`config.mk`:
```
export PLATFORM = sky130hd
export DESIGN_NAME = bounded_set_table_unit
export DESIGN_NICKNAME = d
export VERILOG_FILES = /design/src/hw/rtl/bst_pkg.sv /design/src/hw/rtl/bst_cell.sv /design/src/hw/rtl/bounded_set_table_unit.sv
export SDC_FILE = /design/constraint.sdc
export NUM_CORES = 1
export LEC_CHECK = 0
export ABC_AREA = 1
export BUFFER_PORTS_ARGS = -buffer_cell sky130_fd_sc_hd__buf_2
export CAP_MARGIN = 20
export CORE_MARGIN = 1.5
export CORE_UTILIZATION = 40
export CTS_CLUSTER_DIAMETER = 80
export DETAILED_ROUTE_END_ITERATION = 10
export PLACE_DENSITY_LB_ADDON = 0.25
export SETUP_SLACK_MARGIN = 0.1
export SLEW_MARGIN = 30
export SYNTH_ARGS = -nofsm -noshare
export SYNTH_HDL_FRONTEND = slang
export SYNTH_SLANG_ARGS = --single-unit
```
`constraint.sdc`:
```
create_clock -name clk -period 11.1 [get_ports clk]
set_input_delay 0.555 -clock clk [delete_from_list [all_inputs] [get_ports clk]]
set_output_delay 0.555 -clock clk [all_outputs]
set_load 0.02 [all_outputs]
```
`src/hw/rtl/bst_pkg.sv`:
```
`default_nettype none

package bst_pkg;

	// set size and count widths
	localparam int CAPACITY  = 16;
	localparam int CNT_W     = $clog2(CAPACITY + 1);
	localparam int OUT_CNT_W = 5;
	localparam int VAL_W     = 32;

	// command codes
	localparam logic [1:0] CMD_ADD    = 2'd0;
	localparam logic [1:0] CMD_REMOVE = 2'd1;
	localparam logic [1:0] CMD_QUERY  = 2'd2;

	// request payload
	typedef struct packed {
		logic [1:0]              cmd;
		logic signed [VAL_W-1:0] value;
	} req_t;

	// response payload
	typedef struct packed {
		logic                 was_present;
		logic [OUT_CNT_W-1:0] entry_count;
		logic                 add_dropped;
	} rsp_t;

	// per-cycle control broadcast to every cell
	typedef struct packed {
		logic add_en;
		logic rem_en;
	} cell_ctrl_t;

endpackage

`default_nettype wire

```
`src/hw/rtl/bst_cell.sv`:
```
`default_nettype none

module bst_cell import bst_pkg::*; (
	input  wire                     clk,
	input  wire logic signed [VAL_W-1:0] value,
	input  wire cell_ctrl_t         ctrl,
	input  wire logic               live,
	input  wire logic               tail,
	input  wire logic signed [VAL_W-1:0] next_data,
	input  wire logic               chain_in,
	output logic signed [VAL_W-1:0] data_q,
	output logic                    chain_out
);

	logic hit;

	// compare against the held entry, fold into the match chain
	assign hit       = live && (data_q == value);
	assign chain_out = chain_in || hit;

	// shift down from the upper neighbor on remove, load at the tail on add
	always_ff @(posedge clk) begin
		if (ctrl.rem_en && chain_out) begin
			data_q <= next_data;
		end else if (ctrl.add_en && tail) begin
			data_q <= value;
		end
	end

endmodule

`default_nettype wire

```
`src/hw/rtl/bounded_set_table_unit.sv`:
```
// handshake: an accepted request is held in req_q, and req_stall stays high until
//   it commits; commit waits while an earlier response is stalled, then makes the
//   single compare and shift pass across the row of entry cells and fills rsp_q
// reset: count and handshake state clear at once; entry contents are not
//   cleared and are only read below the count
`default_nettype none

module bounded_set_table_unit import bst_pkg::*; (
	input  wire        clk,
	input  wire        arst_n,
	input  wire logic  req_valid,
	output logic       req_stall,
	input  wire req_t  req,
	output logic       rsp_valid,
	input  wire logic  rsp_stall,
	output rsp_t       rsp
);

	req_t                    req_q;
	logic                    busy_q;
	logic                    rsp_valid_q;
	rsp_t                    rsp_q;
	logic [CNT_W-1:0]        count_q;
	logic                    in_acc;
	logic                    commit;
	logic                    present;
	logic                    room;
	logic                    is_add;
	logic                    is_rem;
	cell_ctrl_t              ctrl;
	logic [CNT_W-1:0]        count_nxt;
	logic signed [VAL_W-1:0] cell_data [CAPACITY];
	logic                    chain     [CAPACITY+1];

	// handshake
	assign req_stall = busy_q;
	assign in_acc    = req_valid && !busy_q;
	assign commit    = busy_q && (!rsp_valid_q || !rsp_stall);
	assign rsp_valid = rsp_valid_q;
	assign rsp       = rsp_q;

	// command decode, unused code acts as a query
	assign is_add  = (req_q.cmd == CMD_ADD);
	assign is_rem  = (req_q.cmd == CMD_REMOVE);
	assign present = chain[CAPACITY];
	assign room    = (count_q < CNT_W'(CAPACITY));

	assign ctrl.add_en = commit && is_add && !present && room;
	assign ctrl.rem_en = commit && is_rem;

	// row of entry cells
	assign chain[0] = 1'b0;
	for (genvar i = 0; i < CAPACITY; i++) begin : g_cell
		logic signed [VAL_W-1:0] nxt;
		if (i == CAPACITY - 1) begin : g_last
			assign nxt = cell_data[i];
		end else begin : g_mid
			assign nxt = cell_data[i+1];
		end
		bst_cell u_cell (
			.clk       (clk),
			.value     (req_q.value),
			.ctrl      (ctrl),
			.live      (CNT_W'(i) < count_q),
			.tail      (CNT_W'(i) == count_q),
			.next_data (nxt),
			.chain_in  (chain[i]),
			.data_q    (cell_data[i]),
			.chain_out (chain[i+1])
		);
	end

	// next count
	always_comb begin
		count_nxt = count_q;
		if (ctrl.add_en) begin
			count_nxt = count_q + CNT_W'(1);
		end else if (ctrl.rem_en && present) begin
			count_nxt = count_q - CNT_W'(1);
		end
	end

	// request capture
	always_ff @(posedge clk) begin
		if (in_acc) begin
			req_q <= req;
		end
	end

	// response register
	always_ff @(posedge clk) begin
		if (commit) begin
			rsp_q.was_present <= present;
			rsp_q.entry_count <= OUT_CNT_W'(count_nxt);
			rsp_q.add_dropped <= is_add && !present && !room;
		end
	end

	// control state
	always_ff @(posedge clk or negedge arst_n) begin
		if (!arst_n) begin
			busy_q      <= 1'b0;
			rsp_valid_q <= 1'b0;
			count_q     <= '0;
		end else begin
			count_q <= count_nxt;
			if (in_acc) begin
				busy_q <= 1'b1;
			end else if (commit) begin
				busy_q <= 1'b0;
			end
			if (commit) begin
				rsp_valid_q <= 1'b1;
			end else if (!rsp_stall) begin
				rsp_valid_q <= 1'b0;
			end
		end
	end

	// checks
	a_count_bound: assert property (@(posedge clk) disable iff (!arst_n)
		count_q <= CNT_W'(CAPACITY))
		else $error("count above capacity");

	a_accept_busy: assert property (@(posedge clk) disable iff (!arst_n)
		in_acc |=> busy_q)
		else $error("accepted request not held");

	a_remove_count: assert property (@(posedge clk) disable iff (!arst_n)
		(ctrl.rem_en && present) |=> count_q == $past(count_q) - CNT_W'(1))
		else $error("remove did not shrink count");

	a_drop_absent: assert property (@(posedge clk) disable iff (!arst_n)
		(rsp_valid_q && rsp_q.add_dropped) |-> !rsp_q.was_present)
		else $error("drop flagged for present value");

endmodule

`default_nettype wire
```
# After elaboration in Yosys (flattened, before gate mapping)
# Cells that the tools add are included.
# word_totals
regBits,560
input_bits,38
elab_cells,209
out_inout_bits,9
# classes
mux,36
n_bitwise,1
n_reduce_logical,96
n_eq_ne,33
n_lt_le_gt_ge,17
n_addsub,2
# op_table
operator,count
two-way mux 32 bit,30
equality test 32 bit,16
logical AND 1 bit,56
"equality test 4 x 5 -> 1 bit, first input constant",8
"< comparator 4 x 5 -> 1 bit, first input constant",8
nonzero test 2 bit,16
"equality test 3 x 5 -> 1 bit, first input constant",4
"< comparator 3 x 5 -> 1 bit, first input constant",4
logical OR 1 bit,16
"equality test 2 x 5 -> 1 bit, first input constant",2
"< comparator 1 x 5 -> 1 bit, first input constant",2
"< comparator 2 x 5 -> 1 bit, first input constant",2
two-way mux 5 bit,2
"adder 5 x 1 -> 5 bit, second input constant",1
"equality test 1 x 5 -> 1 bit, first input constant",1
logical NOT 1 bit,5
logical NOT 5 bit,1
"< comparator 5 bit, second input constant",1
"subtractor 5 x 1 -> 5 bit, second input constant",1
two-way mux 1 bit,4
"equality test 2 x 1 -> 1 bit, second input constant",1
logical NOT 2 bit,1
"!= test 2 x 1 -> 1 bit, second input constant",1
AND reduction 2 bit,1
NOT 1 bit,1

# Logic depth before layout (Yosys ltp)
# logic_depth
word_depth,23
ltp_mapped,22
mapped_depth_nobuf,21

# By module
# From an unflattened synthesis, not the netlist that was laid out.
# unflattened
cells_unflattened,4452
hier_area_um2,34271.6
# by_module_without_submodules
module,seq_area_each_um2,cells_each,area_each_um2,n_inst
bst_cell,960.9,268,2016.9,16
bounded_set_table_unit,1406.3,164,2000.7,1

# Least setup slack after synthesis
# No wires, ideal clock.
# synth_timing
path_kind,reg2reg
startpoint,register count_q[0]
endpoint,"register g_cell[8].u_cell.data_q[0], enable pin"
path_buffers,1
slack_ns,6.893
synth_period_minus_slack_ns,4.207
arrival_time_ns,3.774
required_time_ns,10.667
path_stages_with_launch,19
setup_ns,0.433
cell_sequence,dfrtp_1 inv_1 nand2_1 nor2_4 inv_1 nand3_1 nor2_1 nand3_1 nand2_1 nor2_2 nand4_2 nor2_2 nand4_2 nor2_1 nand4_1 nor2_2 nand4_4 buf_6 o22ai_1
# synth_between
elab_chain_cells,22
word_cells_on_any_way,55
classes_between,17 x order compare; 1 x eq/ne; 37 x reduce/logical
# synth_lines
element,line,text
from (decl),bounded_set_table_unit.sv:23,logic [CNT_W-1:0] count_q;
from (signal assigned),bounded_set_table_unit.sv:106,count_q <= count_nxt;
< comparator 1 x 5 -> 1 bit,bounded_set_table_unit.sv:64,".live (CNT_W'(i) < count_q),"
logical AND 1 bit,bst_cell.sv:18,assign hit = live && (data_q == value);
logical OR 1 bit (15 in series),bst_cell.sv:19,assign chain_out = chain_in || hit;
logical NOT 1 bit,bounded_set_table_unit.sv:48,assign ctrl.add_en = commit && is_add && !present && room;
logical AND 1 bit (2 in series),bounded_set_table_unit.sv:48,
logical AND 1 bit,bst_cell.sv:25,end else if (ctrl.add_en && tail) begin
nonzero test 2 bit (no source line) *,-,
to (signal assigned),bst_cell.sv:24,data_q <= next_data;
to (signal assigned),bst_cell.sv:26,data_q <= value;
to (decl),bst_cell.sv:11,"output logic signed [VAL_W-1:0] data_q,"
# Mark *: on every way between the ends. The rest lies on a longest branch, timed or not.
# A chain may end at the register's enable or synchronous reset.

# Worst setup path in the final report
# layout_timing
startpoint,register req_q[7] (netlist bit)
endpoint,"register g_cell[6].u_cell.data_q[0], enable pin"
# layout_between
elab_chain_cells,22
word_cells_on_any_way,53
classes_between,16 x eq/ne; 37 x reduce/logical
# layout_lines
element,line,text
from (decl),bounded_set_table_unit.sv:19,req_t req_q;
from (signal assigned),bounded_set_table_unit.sv:86,req_q <= req;
equality test 32 bit,bst_cell.sv:18,
logical AND 1 bit,bst_cell.sv:18,
logical OR 1 bit (15 in series),bst_cell.sv:19,
logical NOT 1 bit,bounded_set_table_unit.sv:48,
logical AND 1 bit (2 in series),bounded_set_table_unit.sv:48,
logical AND 1 bit,bst_cell.sv:25,
nonzero test 2 bit (no source line) *,-,
to (signal assigned),bst_cell.sv:24,
to (signal assigned),bst_cell.sv:26,
to (decl),bst_cell.sv:11,
# Marked as above.

==> impl_metrics.py <==
metrics = {
    "synthesis": {
        "synth-main-ff-cell": "edfxtp_1",
        "yosysMostFrequentCell": "nand2_1",
        "synth.largest_area_cell": "edfxtp_1",
        "yosysWarningCount": 0,
        "synth_edf_count": 553,
        "ys_top_cells_by_area": "edfxtp_1, nand2_1, xnor2_1",
        "yosys-top-cells-count": "nand2_1, edfxtp_1, nor2_1",
        "netlist_instances": 3833,
        "ys_async_sr_fraction": 0.01250,
        "ys_seq_elements": 560,
        "yosysSeqAreaShare": 0.5109,
        "synth_nets": 3876,
        "yosysUniqueCellTypes": 51,
        "synth_area_mm2": 0.03285,
        "synth_top_area_frac": 0.5055,
        "syn_area_per_cell_um2": 8.570,
    },
    "grt": {
        "grtUsageMet1": 0.4685,
        "grtUsageTotal": 0.3278,
        "grt_start_max_net_pins": 66,
        "grt_overflow": 0,
        "antenna_found_initial": 2,
        "grt_pass1_vias": 26380,
        "use_met3": 0.07535,
        "grt_pass1_wl_mm": 193.0,
        "top_usage_layer": "met1",
        "grt.met2_usage": 0.4632,
    },
    "power_and_ir_drop": {
        "p_total_uw": 6352,
        "netSwitchingFraction": 0.3546,
        "leakagePower_uw": 0.01441,
        "internal_power_uw": 4099,
        "p_seq_frac": 0.400,
        "cellPowerDensity_mw_per_mm2": 175.2,
        "p_comb_frac": 0.265,
        "ir_drop_mv": 0.1220,
        "pwr-share-clk": 0.336,
        "power.switching_uw": 2252,
    },
    "routing": {
        "drt-initial-drc-count": 4506,
        "ant_nets": 0,
        "vias_per_cell": 5.826,
        "wl_mm": 138.8,
        "drc": 0,
        "num_vias": 28690,
        "wl_per_cell_um": 28.18,
        "firstDrtPassIters": 6,
    },
    "run": {
        "cap_violations": 0,
    },
    "clock_tree": {
        "post_cts_buffers": 0,
        "clock_path_buffers": 3,
        "cts_resized": 0,
        "root_buffer": "clkbuf_16",
        "path_clk_slew_ns": 0.06,
        "cts_made_buffers": 61,
        "hold_buffers": 1,
        "htree_levels": 2,
        "clk_latency_ns": 0.64,
        "cts_tree": "yes",
        "cts_sinks": 560,
    },
    "setup_path": {
        "required_ns": 11.38,
        "critPathMaxFanout": 32,
        "startpoint_type": "flop",
        "rr_startpoint": "req_q[7]",
        "worstSetupPathType": "reg2reg",
        "setup.reg_to_reg.worst_slack_ns": 5.86,
        "r2r_end": "g_cell[6].u_cell.data_q[0]",
        "reg2regPathDepth": 19,
        "cp-end-kind": "flop",
        "arrival_ns": 5.52,
    },
    "die": {
        "num_io_pins": 47,
        "core_mm2": 0.08094,
        "num_rows": 104,
        "die_h_um": 289.6,
        "die_x_um": 289.6,
        "die_area_mm2": 0.08385,
        "start_util": 0.4059,
    },
    "min_path": {
        "min_from": "req[9]",
        "min_path_cells": 1,
        "min_path_type": "in2reg",
        "hold_path_end": "req_q[9]",
    },
    "run_status": {
        "outcome": "complete, no violations",
    },
    "timing": {
        "worst_pin_slew_ns": 0.9838,
        "clock_skew_ns": 0.02164,
        "setup_viol": 0,
        "rsz0062_at_grt": "false",
        "fmaxAchievable_ghz": 0.1908,
        "finalCritPeriodShare": 0.4723,
        "hold_viol": 0,
        "slew_headroom": 0.3434,
        "drv_slew": 0,
        "fin_setup_tns_ns": 0,
        "post-route-min-period_ns": 5.242,
        "layout_setup_ws_ns": 5.858,
    },
    "place": {
        "numPortBuffers": 46,
        "preCtsSetupSlack_ns": 6.143,
        "hpwl_mm": 94.82,
        "place.gp.congestion": 1.022,
        "placed_cell_area_mm2": 0.03411,
    },
    "cells_and_area": {
        "area_growth_pct": 10.36,
        "final_cell_area_mm2": 0.03625,
        "n_fill_cell": 7951,
        "nets": 3851,
        "drive_above_1_share": 0.08858,
    },
}
[worst max path at each step]
stage,endpoint,from,slack (ns)
global placement,g_cell[14].u_cell.data_q[4],req_q[7],6.21
detailed placement,g_cell[6].u_cell.data_q[3],count_q[4],6.14
global route,g_cell[2].u_cell.data_q[4],req_q[7],5.62
CTS,g_cell[6].u_cell.data_q[3],req_q[7],6.12
floorplan,g_cell[8].u_cell.data_q[0],count_q[0],6.89
finish,g_cell[6].u_cell.data_q[0],req_q[7],5.86
[stage by stage]
step / cells / utilization / hold slack, ns
6_report: 4924 / 0.4479 / 0.08781
5_1_grt: 4921 / 0.4478 / 0.07216
4_1_cts: 4921 / 0.4476 / 0.05973
3_5_place_dp: 4804 / 0.4214 / 0.4248
3_3_place_gp: 4803 / 0.4210 / 0.4250
2_1_floorplan: 3833 / - / 0.2594
[cell families after synthesis]
family                   Yosys count  share of synthesized area
flip-flops                       560                     0.5109
multiplexers                      23                   0.007885
adder cells (fa/ha/maj)            5                   0.001904
AO/OA/AOI/OAI                    543                    0.08662
AND/OR/NAND/NOR                 1839                     0.2419
XOR/XNOR                         287                    0.07652
buffers and inverters            576                    0.07435
[worst max-delay path, stage by stage (launching register included)]
cell      delay [ns]
edfxtp_1        0.32
buf_4           0.46
clkinv_1        0.71
buf_4           0.47
nor2_1          0.12
nor2_1          0.05
nand2_1         0.06
nor3_1          0.04
nand3_1         0.08
nor2_1          0.05
nand2_1         0.09
nand4_2         0.21
nor2_2          0.16
nand4_2         0.20
nor2_1          0.16
nand4_1         0.19
nor2_2          0.18
nand4_4         0.51
o21ai_2         0.33
buf_4           0.42
[cell usage in the layout, fill, tap and decap left out, types with 5 or more instances in the layout]
| cell | netlist | final |
|---|---|---|
| nand2_1 | 928 | 924 |
| edfxtp_1 | 553 | 553 |
| nor2_1 | 449 | 447 |
| inv_1 | 331 | 330 |
| o21ai_0 | 257 | 254 |
| a21oi_1 | 221 | 221 |
| xnor2_1 | 198 | 198 |
| nand4_1 | 153 | 153 |
| nand3_1 | 116 | 116 |
| buf_4 | 36 | 92 |
| xor2_1 | 89 | 89 |
| clkbuf_16 | 0 | 63 |
| nor3_1 | 56 | 55 |
| nor4_1 | 53 | 52 |
| buf_2 | 83 | 46 |
| mux2_2 | 23 | 23 |
| o21ai_1 | 27 | 20 |
| inv_2 | 15 | 16 |
| nor3b_1 | 15 | 15 |
| nand3b_1 | 15 | 15 |
| o21ai_2 | 10 | 14 |
| o2111ai_1 | 11 | 11 |
| clkinv_2 | 1 | 11 |
| and2_1 | 8 | 8 |
| clkbuf_1 | 80 | 8 |
| nor2_2 | 6 | 7 |
| clkinvlp_4 | 0 | 7 |
| clkbuf_8 | 0 | 7 |
| dfrtp_1 | 7 | 7 |
| or2_2 | 6 | 6 |
| o21ai_4 | 0 | 6 |
| nand2_2 | 5 | 5 |
| and3_1 | 5 | 5 |
| ha_1 | 5 | 5 |
| inv_6 | 0 | 5 |
| bufinv_16 | 0 | 5 |
| clkinv_4 | 0 | 5 |
[power groups by stage]
| stage | logic (µW) | clock network [µW] | registers, µW |
|---|---|---|---|
| 6_report | 1680 | 2130 | 2540 |
| 5_1_grt | 1740 | 2220 | 2540 |
| 4_1_cts | 1610 | 2140 | 2530 |
| 3_5_place_dp | 1610 | 0 | 2580 |
| 3_3_place_gp | 1610 | 0 | 2580 |
| 2_1_floorplan | 910 | 0 | 2570 |
[sequential cells by signal, indices dropped and copies added, names as in the netlist]
register	cells
count_q	5
req_stall	1
req_q	34
rsp_valid	1
g_cell.u_cell.data_q	512
rsp	7
[cell type report]
| class | instances | area [µm²] | area share |
|---|---|---|---|
| sequential | 560 | 16780 | 0.4629 |
| timing repair buffer | 140 | 958.4 | 0.02644 |
| clock buffer | 78 | 1703 | 0.04697 |
| tap | 1060 | 1326 | 0.03658 |
| multi-input combinational | 2697 | 13770 | 0.3797 |
| antenna | 3 | 7.507 | 0.0002071 |
| inverter | 348 | 1308 | 0.03607 |
| clock inverter | 38 | 402.9 | 0.01111 |
[layer usage]
metal	vias to the layer above	share of wire	wire length, µm
met3	418	0.13	17880
met1	13400	0.41	56440
met4	2	0.058	8083
met5	-	0.000094	13
li1	12840	-	-
met2	2031	0.41	56340
Note: power is estimated with default switching activity, not from simulation.
